`src/hdl/ust_pkg.sv`:
```
`timescale 1ns / 1ps
// Shared types and constants for the UTF-8 sanitise and truncate unit.
package ust_pkg;

  localparam int          MAX_DATA   = 6;        // data bytes one item can cause
  localparam int          QDEPTH     = 2;
  localparam int          ADDR_W     = 3;
  localparam logic        REG_OUT_CAPACITY = 1'b0;  // register index, paddr[2]
  localparam logic [15:0] CAP_RESET  = 16'd128;

  localparam logic [7:0]  REPL_B0    = 8'hEF;
  localparam logic [7:0]  REPL_B1    = 8'hBF;
  localparam logic [7:0]  REPL_B2    = 8'hBD;

  localparam logic [20:0] CP_MAX     = 21'h10FFFF;
  localparam logic [20:0] SURR_LO    = 21'h00D800;
  localparam logic [20:0] SURR_HI    = 21'h00DFFF;
  localparam logic [20:0] MIN_2      = 21'h000080;
  localparam logic [20:0] MIN_3      = 21'h000800;
  localparam logic [20:0] MIN_4      = 21'h010000;

  typedef struct packed {
    logic [7:0] in_byte;
    logic       in_has_byte;
    logic       in_last;
  } src_item_t;

  typedef struct packed {
    logic [7:0] out_byte;
    logic       out_run_last;
    logic       out_string_end;
    logic       out_truncated;
  } res_item_t;

  // Per-string decoder state.
  typedef struct packed {
    logic [23:0] pb;
    logic [2:0]  pe;
    logic [1:0]  pc;
    logic [15:0] wc;
    logic        stopped;
  } fe_state_t;

  // Work handed from front to back: the bytes of one item.
  typedef struct packed {
    logic [MAX_DATA-1:0][7:0] data;
    logic [2:0]               nd;
    logic                     term;
    logic                     trunc;
  } run_t;

  typedef struct packed {
    fe_state_t s;
    run_t      d;
  } fe_work_t;

endpackage

```
`src/hdl/utf8_sanitize_truncate_unit.sv`:
```
`timescale 1ns / 1ps
// Top level of the UTF-8 sanitise and truncate unit.
//
//  channel   | handshake             | payload
//  ----------+-----------------------+-----------------------------------------
//  source    | push / full           | src_item: in_byte, in_has_byte, in_last
//  result    | empty / pop           | res_item: out_byte, out_run_last,
//            |                       |           out_string_end, out_truncated
//  config    | psel penable pwrite   | paddr, pwdata, prdata; out_capacity at 0
//
// The front decodes one item per cycle while the two-run queue has room.
// The back sends one result byte per cycle while pop is high; an item has up to
// 7 results, and items with no result use the front only.
// Reset clears all string state and sets out_capacity to 128.
// A stalled result side fills the queue, then raises full.
module utf8_sanitize_truncate_unit (
  input  logic                       clk,
  input  logic                       rst,
  input  logic                       psel,
  input  logic                       penable,
  input  logic                       pwrite,
  input  logic [ust_pkg::ADDR_W-1:0] paddr,
  input  logic [31:0]                pwdata,
  output logic [31:0]                prdata,
  output logic                       pready,
  input  logic                       push,
  output logic                       full,
  input  ust_pkg::src_item_t         src_item,
  output logic                       empty,
  input  logic                       pop,
  output ust_pkg::res_item_t         res_item
);
  import ust_pkg::*;

  logic take;
  logic enq;
  run_t fe_run;
  run_t q_data;
  logic q_valid;
  logic q_rd;

  assign pready = 1'b1;
  assign take   = push && !full;

  ust_front u_front (
    .clk     (clk),
    .rst     (rst),
    .psel    (psel),
    .penable (penable),
    .pwrite  (pwrite),
    .paddr   (paddr),
    .pwdata  (pwdata),
    .prdata  (prdata),
    .take    (take),
    .item    (src_item),
    .enq     (enq),
    .run     (fe_run)
  );

  ust_queue u_queue (
    .clk     (clk),
    .rst     (rst),
    .wr_en   (enq),
    .wr_data (fe_run),
    .full    (full),
    .rd_en   (q_rd),
    .rd_data (q_data),
    .valid   (q_valid)
  );

  ust_back u_back (
    .clk      (clk),
    .rst      (rst),
    .q_valid  (q_valid),
    .q_data   (q_data),
    .q_rd     (q_rd),
    .empty    (empty),
    .pop      (pop),
    .res_item (res_item)
  );

endmodule

```
`src/hdl/ust_queue.sv`:
```
`timescale 1ns / 1ps
// Two-entry queue of runs between the front and back parts.
module ust_queue (
  input  logic          clk,
  input  logic          rst,
  input  logic          wr_en,
  input  ust_pkg::run_t wr_data,
  output logic          full,
  input  logic          rd_en,
  output ust_pkg::run_t rd_data,
  output logic          valid
);
  import ust_pkg::*;

  run_t                        mem [QDEPTH];
  logic [$clog2(QDEPTH)-1:0]   wr_ptr;
  logic [$clog2(QDEPTH)-1:0]   rd_ptr;
  logic [$clog2(QDEPTH+1)-1:0] count;

  assign full    = (count == ($clog2(QDEPTH+1))'(QDEPTH));
  assign valid   = (count != '0);
  assign rd_data = mem[rd_ptr];

  always_ff @(posedge clk) begin
    if (wr_en) begin
      mem[wr_ptr] <= wr_data;
    end
  end

  always_ff @(posedge clk) begin
    if (rst) begin
      wr_ptr <= '0;
      rd_ptr <= '0;
      count  <= '0;
    end else begin
      if (wr_en) begin
        wr_ptr <= (wr_ptr == ($clog2(QDEPTH))'(QDEPTH - 1)) ? '0 : wr_ptr + 1'b1;
      end
      if (rd_en) begin
        rd_ptr <= (rd_ptr == ($clog2(QDEPTH))'(QDEPTH - 1)) ? '0 : rd_ptr + 1'b1;
      end
      count <= count + (wr_en ? 1'b1 : 1'b0) - (rd_en ? 1'b1 : 1'b0);
    end
  end

  assert property (@(posedge clk) disable iff (rst) !(wr_en && full && !rd_en))
    else $error("queue written while full");
  assert property (@(posedge clk) disable iff (rst) !(rd_en && !valid))
    else $error("queue read while empty");
  assert property (@(posedge clk) disable iff (rst)
                   count <= ($clog2(QDEPTH+1))'(QDEPTH))
    else $error("queue count overflow");

endmodule

```
`src/hdl/ust_front.sv`:
```
`timescale 1ns / 1ps
// Front part: capacity register, UTF-8 decode, capacity check; one item per take.
module ust_front (
  input  logic                       clk,
  input  logic                       rst,
  input  logic                       psel,
  input  logic                       penable,
  input  logic                       pwrite,
  input  logic [ust_pkg::ADDR_W-1:0] paddr,
  input  logic [31:0]                pwdata,
  output logic [31:0]                prdata,
  input  logic                       take,
  input  ust_pkg::src_item_t         item,
  output logic                       enq,
  output ust_pkg::run_t              run
);
  import ust_pkg::*;

  logic [15:0] cap;
  fe_state_t   st;
  fe_work_t    w;
  logic [7:0]  b;

  function automatic fe_work_t clear_pend(input fe_work_t x);
    fe_work_t r;
    r      = x;
    r.s.pb = '0;
    r.s.pe = '0;
    r.s.pc = '0;
    return r;
  endfunction

  // Emit a whole unit, or stop the string if it does not fit.
  function automatic fe_work_t emit_unit(input fe_work_t x, input logic [15:0] c,
                                         input logic [2:0] len,
                                         input logic [3:0][7:0] bytes);
    fe_work_t    r;
    logic [15:0] capm1;
    logic [15:0] room;
    logic [2:0]  idx;
    r = x;
    if (!x.s.stopped) begin
      capm1 = (c == 16'd0) ? 16'd0 : c - 16'd1;
      room  = (capm1 > x.s.wc) ? capm1 - x.s.wc : 16'd0;
      if ({13'd0, len} > room) begin
        r           = clear_pend(r);
        r.s.stopped = 1'b1;
      end else begin
        for (int i = 0; i < 4; i++) begin
          idx = x.d.nd + 3'(i);
          if ((3'(i) < len) && (idx < 3'(MAX_DATA))) begin
            r.d.data[idx] = bytes[i];
          end
        end
        r.d.nd = x.d.nd + len;
        r.s.wc = x.s.wc + {13'd0, len};
      end
    end
    return r;
  endfunction

  function automatic fe_work_t emit_repl(input fe_work_t x, input logic [15:0] c);
    return emit_unit(x, c, 3'd3, {8'h00, REPL_B2, REPL_B1, REPL_B0});
  endfunction

  function automatic fe_work_t start_seq(input fe_work_t x, input logic [7:0] v,
                                         input logic [15:0] c);
    fe_work_t r;
    r = x;
    if (v[7] == 1'b0) begin
      r = emit_unit(x, c, 3'd1, {24'h0, v});
    end else if (v[7:5] == 3'b110 || v[7:4] == 4'b1110 || v[7:3] == 5'b11110) begin
      r.s.pe = (v[7:5] == 3'b110) ? 3'd2 : (v[7:4] == 4'b1110) ? 3'd3 : 3'd4;
      r.s.pb = {v, 16'h0};
      r.s.pc = '0;
    end else begin
      r = emit_repl(x, c);
    end
    return r;
  endfunction

  function automatic fe_work_t finish_seq(input fe_work_t x, input logic [7:0] v,
                                          input logic [15:0] c);
    fe_work_t        r;
    logic [3:0][7:0] seq;
    logic [20:0]     cp;
    logic [20:0]     lo;
    logic [2:0]      n;
    logic            ok;
    n      = x.s.pe;
    seq[0] = x.s.pb[23:16];
    seq[1] = x.s.pb[15:8];
    seq[2] = x.s.pb[7:0];
    seq[3] = 8'h00;
    seq[n[1:0] - 2'd1] = v;
    unique case (n)
      3'd2: begin
        cp = {10'd0, seq[0][4:0], seq[1][5:0]};
        lo = MIN_2;
      end
      3'd3: begin
        cp = {5'd0, seq[0][3:0], seq[1][5:0], seq[2][5:0]};
        lo = MIN_3;
      end
      default: begin
        cp = {seq[0][2:0], seq[1][5:0], seq[2][5:0], seq[3][5:0]};
        lo = MIN_4;
      end
    endcase
    ok = (cp >= lo) && (cp <= CP_MAX) && !((cp >= SURR_LO) && (cp <= SURR_HI));
    r  = clear_pend(x);
    if (ok) begin
      r = emit_unit(r, c, n, seq);
    end else begin
      r = emit_repl(r, c);
    end
    return r;
  endfunction

  assign b = item.in_byte;

  always_comb begin
    w.s = st;
    w.d = '0;
    if (item.in_has_byte && !w.s.stopped) begin
      if (w.s.pe != 3'd0) begin
        if (b[7:6] == 2'b10) begin
          if (({1'b0, w.s.pc} + 3'd2) == w.s.pe) begin
            w = finish_seq(w, b, cap);
          end else begin
            w.s.pc = w.s.pc + 2'd1;
            if (w.s.pc == 2'd1) begin
              w.s.pb[15:8] = b;
            end else begin
              w.s.pb[7:0] = b;
            end
          end
        end else begin
          // interrupted sequence: one replacement, then restart on this byte
          w = clear_pend(w);
          w = emit_repl(w, cap);
          if (!w.s.stopped) begin
            w = start_seq(w, b, cap);
          end
        end
      end else begin
        w = start_seq(w, b, cap);
      end
    end
    if (item.in_last) begin
      if (!w.s.stopped && w.s.pe != 3'd0) begin
        w = clear_pend(w);
        w = emit_repl(w, cap);
      end
      w.d.term    = 1'b1;
      w.d.trunc   = w.s.stopped;
      w           = clear_pend(w);
      w.s.wc      = '0;
      w.s.stopped = 1'b0;
    end
  end

  assign run    = w.d;
  assign enq    = take && ((w.d.nd != 3'd0) || w.d.term);
  assign prdata = (paddr[2] == REG_OUT_CAPACITY) ? {16'd0, cap} : 32'd0;

  always_ff @(posedge clk) begin
    if (rst) begin
      cap <= CAP_RESET;
      st  <= '0;
    end else begin
      if (psel && penable && pwrite && paddr[2] == REG_OUT_CAPACITY) begin
        cap <= pwdata[15:0];
      end
      if (take) begin
        st <= w.s;
      end
    end
  end

endmodule

```
`src/hdl/ust_back.sv`:
```
`timescale 1ns / 1ps
// Back part: plays out each run onto the result ports, one byte per pop.
module ust_back (
  input  logic               clk,
  input  logic               rst,
  input  logic               q_valid,
  input  ust_pkg::run_t      q_data,
  output logic               q_rd,
  output logic               empty,
  input  logic               pop,
  output ust_pkg::res_item_t res_item
);
  import ust_pkg::*;

  run_t       cur;
  logic       busy;
  logic [2:0] idx;
  logic [2:0] total;
  logic       is_last;
  logic       at_term;

  assign total   = cur.nd + {2'b00, cur.term};
  assign is_last = (idx == total - 3'd1);
  assign at_term = (idx == cur.nd);
  assign empty   = !busy;
  assign q_rd    = q_valid && (!busy || (pop && is_last));

  always_comb begin
    res_item.out_byte       = 8'h00;
    if (!at_term && idx < 3'(MAX_DATA)) begin
      res_item.out_byte     = cur.data[idx];
    end
    res_item.out_run_last   = is_last;
    res_item.out_string_end = at_term;
    res_item.out_truncated  = at_term && cur.trunc;
  end

  always_ff @(posedge clk) begin
    if (q_rd) begin
      cur <= q_data;
    end
  end

  always_ff @(posedge clk) begin
    if (rst) begin
      busy <= 1'b0;
      idx  <= '0;
    end else if (q_rd) begin
      busy <= 1'b1;
      idx  <= '0;
    end else if (busy && pop) begin
      if (is_last) begin
        busy <= 1'b0;
        idx  <= '0;
      end else begin
        idx <= idx + 3'd1;
      end
    end
  end

  assert property (@(posedge clk) disable iff (rst) busy |-> (total != 3'd0))
    else $error("empty run loaded");
  assert property (@(posedge clk) disable iff (rst) busy |-> (idx < total))
    else $error("byte index past end of run");
  assert property (@(posedge clk) disable iff (rst)
                   (busy && pop && !is_last) |=> (busy && idx == $past(idx) + 3'd1))
    else $error("run did not advance");
  assert property (@(posedge clk) disable iff (rst)
                   (busy && !pop) |=> (busy && $stable(idx)))
    else $error("stalled run moved");

endmodule

```
`config.mk`:
```
export PLATFORM = sky130hd
export DESIGN_NAME = utf8_sanitize_truncate_unit
export DESIGN_NICKNAME = d
export VERILOG_FILES = /design/src/hdl/ust_pkg.sv /design/src/hdl/utf8_sanitize_truncate_unit.sv /design/src/hdl/ust_queue.sv /design/src/hdl/ust_front.sv /design/src/hdl/ust_back.sv
export SDC_FILE = /design/constraint.sdc
export NUM_CORES = 1
export LEC_CHECK = 0
export BUFFER_PORTS_ARGS = -buffer_cell sky130_fd_sc_hd__buf_2
export CORE_ASPECT_RATIO = 1.4
export CORE_MARGIN = 4
export CORE_UTILIZATION = 35
export CTS_BUF_LIST = sky130_fd_sc_hd__clkbuf_4
export DETAILED_ROUTE_END_ITERATION = 8
export HOLD_SLACK_MARGIN = 0.1
export PLACE_DENSITY = 0.47
export SYNTH_ARGS = -nofsm -noshare
export SYNTH_HDL_FRONTEND = slang
export SYNTH_SLANG_ARGS = --single-unit
```
`constraint.sdc`:
```
create_clock -name clk -period 32.6 [get_ports clk]
set_clock_uncertainty 0.05 [all_clocks]
set_input_delay 3.26 -clock clk [delete_from_list [all_inputs] [get_ports clk]]
set_output_delay 3.26 -clock clk [all_outputs]
set_load 0.03 [all_outputs]
```
# Word-level counts from Yosys, hierarchy flattened
# Memories as Yosys holds them, arrays and structs flattened. A register that Yosys moved wholly into a read port is not among the register bits.
# Index checks and enable logic that the tools add are counted.
dict set report classes {
  n_mux 128
  addsub 25
  bitwise 19
  n_eq_ne 11
  magnitude_cmp 39
  reduce_logical 41
}
# cell n
set op_table {}
lappend op_table {{2-to-1 mux 48 bit} 29}
lappend op_table {{2-to-1 mux 99 bit} 13}
lappend op_table {{2-to-1 mux 70 bit} 5}
lappend op_table {{2-to-1 mux 16 bit} 11}
lappend op_table {{2-to-1 mux 29 bit} 6}
lappend op_table {{2-to-1 mux 21 bit} 8}
lappend op_table {{OR 42 bit} 4}
lappend op_table {{2-to-1 mux 51 bit} 3}
lappend op_table {{demux 8 bit (select 3 bit)} 6}
lappend op_table {{2-to-1 mux 8 bit} 16}
lappend op_table {{2-to-1 mux 54 bit} 2}
lappend op_table {{OR 36 bit} 2}
lappend op_table {{bitwise mux 48 bit} 1}
lappend op_table {{> comparator 16 bit} 3}
lappend op_table {{> comparator 2 x 16 -> 1 bit (first input constant)} 3}
lappend op_table {{subtractor 16 bit} 3}
lappend op_table {{case mux 21 bit (2 select lines)} 1}
lappend op_table {{2-to-1 mux 41 bit} 1}
lappend op_table {{2-to-1 mux 35 bit} 1}
lappend op_table {{case mux 17 bit (2 select lines)} 1}
lappend op_table {{adder 16 x 1 -> 16 bit (second input constant)} 2}
lappend op_table {{adder 16 x 2 -> 16 bit (second input constant)} 2}
lappend op_table {{bitwise mux 32 bit} 1}
lappend op_table {{> comparator 1 x 16 -> 1 bit (first input constant)} 2}
lappend op_table {{53 further kinds} 137}
dict set report totals {
  output_inout_bits 46
  ff_bits 70
  mem_bits_rw 106
  memories 1
}
# memory depth word_bits read_ports rd_ports_with_merged_regs wr line
set mem_list {}
lappend mem_list {u_queue.mem 2 53 1 1 1 ust_queue.sv:15} ;# run_t mem [QDEPTH];

# Depth between registers and ports, before layout
dict set report logic_depth {
  word_depth 71
  depth_mapped 55
  depth_no_buf 50
}

# By module
# A second synthesis with hierarchy kept.
dict set report hier_totals {
  cells_unflattened 1869
  hier_area_um2 17185.2
}
# mod cells_per_inst n_inst area_per_inst_um2
set by_module_without_submodules {}
lappend by_module_without_submodules {ust_front 1548 1 10508.8}
lappend by_module_without_submodules {ust_queue 186 1 4297.9}
lappend by_module_without_submodules {ust_back 132 1 2353.5}
lappend by_module_without_submodules {utf8_sanitize_truncate_unit 3 1 25.0}

# Worst setup path before layout
# OpenSTA, ideal clock, no wires.
dict set report synth_path {
  path_kind {register to register}
  start {reg u_front.cap[2]}
  end {mem u_queue.mem[0][0] in the netlist's numbering, enable pin}
  path_buffers 6
  setup_time_ps 503
  synth_period_minus_slack_ps 12200
  setup_slack_ps 20400
  arrival_time_ps 11647
  path_stages_with_launch 39
  path_cell_list {dfxtp_1 > or4_1 > nor2_1 > nand2_1 > nor4_1 > and3_1 > clkbuf_1 > nor2_1 > ha_1 > buf_2 > nor2b_1 > o22ai_1 > o221ai_1 > xor2_1 > or4_1 > nor4_2 > a21oi_2 > inv_1 > (+3 left out) > xnor2_1 > ha_1 > clkbuf_1 > a21o_1 > nand3_1 > o211ai_1 > or4_1 > a32oi_1 > nand4b_1 > o31a_1 > clkbuf_1 > ha_1 > inv_1 > o221ai_1 > a32oi_1 > a211oi_2 > nor4b_1 > nor3_1}
}
dict set report synth_between {
  elab_chain_cells 32
  elab_cells_between_ends 73
  cone_classes {add/sub (9); order compare (9); mux (48); reduce/logical (7)}
}
# element line
set synth_rtl {}
lappend synth_rtl {{from (decl)} ust_front.sv:19} ;# logic [15:0] cap;
lappend synth_rtl {{from (signal assigned)} ust_front.sv:173} ;# cap <= pwdata[15:0];
lappend synth_rtl {{subtractor 16 x 1 -> 16 bit or zero test 16 bit (tied branches)} ust_front.sv:43} ;# capm1 = (c == 16'd0) ? 16'd0 : c - 16'd1;
lappend synth_rtl {{2-to-1 mux 16 bit (*)} ust_front.sv:43}
lappend synth_rtl {{subtractor 16 bit or > comparator 16 bit (tied branches)} ust_front.sv:44} ;# room = (capm1 > x.s.wc) ? capm1 - x.s.wc : 16'd0;
lappend synth_rtl {{2-to-1 mux 16 bit} ust_front.sv:44}
lappend synth_rtl {{> comparator 2 x 16 -> 1 bit} ust_front.sv:45} ;# if ({13'd0, len} > room) begin
lappend synth_rtl {{2-to-1 mux 16 bit} ust_front.sv:45}
lappend synth_rtl {{2-to-1 mux 70 bit} ust_front.sv:42} ;# if (!x.s.stopped) begin
lappend synth_rtl {{2-to-1 mux 99 bit} ust_front.sv:127} ;# if (b[7:6] == 2'b10) begin
lappend synth_rtl {{(+16 left out)} -}
lappend synth_rtl {{2-to-1 mux 54 bit} ust_front.sv:42}
lappend synth_rtl {{2-to-1 mux 54 bit} ust_front.sv:151} ;# if (!w.s.stopped && w.s.pe != 3'd0) begin
lappend synth_rtl {{2-to-1 mux 99 bit (*)} ust_front.sv:150} ;# if (item.in_last) begin
lappend synth_rtl {{nonzero test 3 bit} ust_front.sv:164} ;# assign enq = take && ((w.d.nd != 3'd0) || w.d.term);
lappend synth_rtl {{logical OR 1 bit (*)} ust_front.sv:164}
lappend synth_rtl {{logical AND 1 bit (*)} ust_front.sv:164}
lappend synth_rtl {{2-to-1 mux 1 bit (*)} ust_queue.sv:25} ;# if (wr_en) begin
lappend synth_rtl {{2-to-1 mux 1 bit (implied by the code) (*)} ust_queue.sv:26} ;# mem[wr_ptr] <= wr_data;
lappend synth_rtl {{to (decl)} ust_queue.sv:15}
# Every way passes the cells marked *; elsewhere a longest branch is shown, timed or not. The select of a mux whose other input is x is not followed.

==> results.sh <==
export IMPL_outcome="finished, final reports clean"
export IMPL_finalHoldViolations=0
export IMPL_core_area_sq_um=44060
export IMPL_antenna_found_initial=3
export IMPL_dp_cells=2365
export IMPL_synth_top_area_share_pct=26.02
export IMPL_cts_setup_buffers=0
export IMPL_synthCells=1818
export IMPL_max_stage_delay_ps=940
export IMPL_drt_iter0_drc=848
export IMPL_rr_startpoint="u_front.cap[2]$_SDFFE_PP0P_"
export IMPL_tightest_slew_ps=1273
export IMPL_fp_dieW_microns=186.3
export IMPL_synth_area_sq_um=15580
export IMPL_hold_start="u_front.st[28]$_SDFFE_PP0P_"
export IMPL_gr_usage_all_layers_pct=21.69
export IMPL_drive_above_1_share_pct=14.62
export IMPL_synthFlopType="edfxtp_1"
export IMPL_setup_violations=0
export IMPL_clock_path_buffers=3
export IMPL_grt_start_max_net_pins=55
export IMPL_final_cells=2469
export IMPL_fmax_mhz=66.90
export IMPL_wl_per_cell_microns=21.96
export IMPL_portBuffers=62
export IMPL_tns_ps=0
export IMPL_die_area_sq_um=47990
export IMPL_setup_worst_path_start="u_front.cap[2]$_SDFFE_PP0P_"
export IMPL_cp_end_kind="flip-flop"
export IMPL_die_height_microns=257.6
export IMPL_vias=14260
export IMPL_synth_cell_types=89
export IMPL_power_density_nw_per_um2=54.31
export IMPL_p_leak_nw=6.259
export IMPL_critPathMaxFanout=30
export IMPL_maxCapViolations=0
export IMPL_holdBufCountCts=0
export IMPL_antenna_left=0
export IMPL_grt_pass1_wl_microns=82300
export IMPL_synthTopCellsByArea="edfxtp_1 (26%), dfxtp_1 (9.0%), ha_1 (5.9%)"
export IMPL_gr_total_overflow=0
export IMPL_ys_seq_area_share_pct=35.02
export IMPL_power_uw=929.8
export IMPL_drt_wl_total_microns=54220
export IMPL_synth_area_leader_cell="edfxtp_1"
export IMPL_path_buf_inv=5
export IMPL_start_kind="flip-flop"
export IMPL_final_cell_mix="a21oi_1 (175), nand2_1 (174), nor2_1 (155)"
export IMPL_dp_final_hpwl_microns=41910
export IMPL_relSlewSlack_pct=14.49
export IMPL_rsz0062_at_grt="no"
export IMPL_rows=91
export IMPL_clkTransAtPathRegs_ps=70
export IMPL_clock_latency_ps=740
export IMPL_syn_to_final_growth_pct=9.912
export IMPL_cts_sinks=205
export IMPL_cts_htree_levels=2
export IMPL_cts_resized_gates=0
export IMPL_crit_type="reg -> reg"
export IMPL_irDropWorstVdd_v=0.00003101
export IMPL_numCtsBuffers=55
export IMPL_drt_drc_violations_left=0
export IMPL_synthArstFlopShare_pct=0
export IMPL_gp_congestion=0.9260
export IMPL_min_period_over_period_pct=45.85
export IMPL_cp_data_arrival_time_ps=15380
export IMPL_cts_tree="done"
export IMPL_synth_warnings=0
export IMPL_io_pins=98
export IMPL_vias_per_cell=5.774
export IMPL_final_common_cell="a21oi_1"
export IMPL_drv_slew=0
export IMPL_fin_nets=1993
export IMPL_start_util_pct=35.35
export IMPL_syn_avg_cell_area_sq_um=8.568
export IMPL_fin_crit_ps=14950
export IMPL_worstHoldPathType="reg -> reg"
export IMPL_firstDrtPassIters=7
export IMPL_clockRootBuffer="clkbuf_4"
export IMPL_synth_edf_count=135
export IMPL_crit_top_cell="nor2_1"
export IMPL_grt_pass1_vias=13790
export IMPL_worstPathRequired_ps=33030
export IMPL_synth_seq_cells=205
export IMPL_cp_top_family="compound AO/OA/AOI/OAI gates"
export IMPL_slowest_stage="xnor2_1"
==> cell usage after synthesis, types with 15 or more instances <==
cell type and count:
clkbuf_1 96, buf_4 19, xor2_1 25, nor3_1 62
inv_1 71, mux2i_1 39, edfxtp_1 135, o21a_1 18
ha_1 73, o211ai_1 17, nor4_1 17, nand4_1 23
a21oi_1 176, xnor2_1 54, nand2_1 174, a31oi_1 22
dfxtp_1 70, a21o_1 20, nand2b_1 28, nor2_1 155
or3_1 15, nand3_1 47, o21ai_0 102, nor2b_1 33
mux2_2 51
==> cell type report <==
type	instances	area (sq um)
inverters	75	281.5
repair buffers	99	588.1
diodes	3	7.507
well taps	558	698.2
clock buffers	86	645.6
clock inverters	15	76.32
fillers	4589	26940
flip-flops and latches	205	5456
multi-input cells	1428	9368
==> flip-flops by register name, indices dropped and copies added (netlist names) <==
signal          flops
u_back.idx          3
u_back.busy         1
u_queue.mem        90
u_front.cap        16
u_queue.count       2
u_queue.rd_ptr      1
u_back.cur         45
u_queue.wr_ptr      1
u_front.st         46
==> report_power, final <==
part / switching (mW) / total [mW] / internal [mW]
clock: 0.111 / 0.231 / 0.121
combinational: 0.231 / 0.353 / 0.122
sequential: 0.0126 / 0.345 / 0.333
==> path summary, 6_finish.rpt <==
kind	end	slack, ps	depth (start not counted)
max	u_queue.mem[1][28]$_DFFE_PP_	17650	50
min	u_front.st[28]$_SDFFE_PP0P_	430	1
max reg2reg	u_queue.mem[1][28]$_DFFE_PP_	17650	50
min reg2reg	u_front.st[28]$_SDFFE_PP0P_	430	1
==> logic make-up (layout without fill, tap and decap cells) <==
kind of cell / Yosys count / after routing / share of synthesized area [%]
other: 2 / 24 / 0.04821
multiplexers: 98 / 98 / 7.349
flip-flops: 205 / 205 / 35.02
XOR/XNOR: 79 / 79 / 4.442
buffers and inverters: 204 / 275 / 5.462
adder cells (fa/ha/maj): 77 / 77 / 6.378
AND/OR/NAND/NOR: 623 / 623 / 19.49
AO/OA/AOI/OAI: 530 / 530 / 21.82
==> per-stage QoR <==
step | hold slack (ps) | instance area (sq um) | util [%] | setup WS [ps]
2_1_floorplan | 392.8 | 15650 | - | 20400
3_3_place_gp | 417.1 | 16390 | 37.20 | 17970
3_5_place_dp | 419.6 | 16390 | 37.20 | 17770
4_1_cts | 400.6 | 17110 | 38.84 | 17700
5_1_grt | 408.0 | 17120 | 38.86 | 16530
6_report | 428.5 | 17120 | 38.86 | 17650
==> per-layer routing <==
layer | part of all wire, % | wire (microns) | GRT usage (%) | vias up
met4 | 8.2 | 4467 | 15.91 | 0
met1 | 38 | 20430 | 23.90 | 6787
li1 | - | - | - | 6837
met5 | 0 | 0 | 0 | -
met2 | 50 | 27230 | 38.40 | 454
met3 | 3.9 | 2095 | 2.704 | 179
==> worst reg2reg max path, delay by kind of cell, from the launching register on <==
kind                       cells  cell delay (ps)
muxes                          2              540
DFF                            1              370
and+or+nand+nor               16             4090
AOI/OAI and AO/OA             20             5980
adders and majority gates      3             1070
buffers and inverters          5             1150
xor gates and xnor gates       4             1430
(Power assumes the default switching activity.)
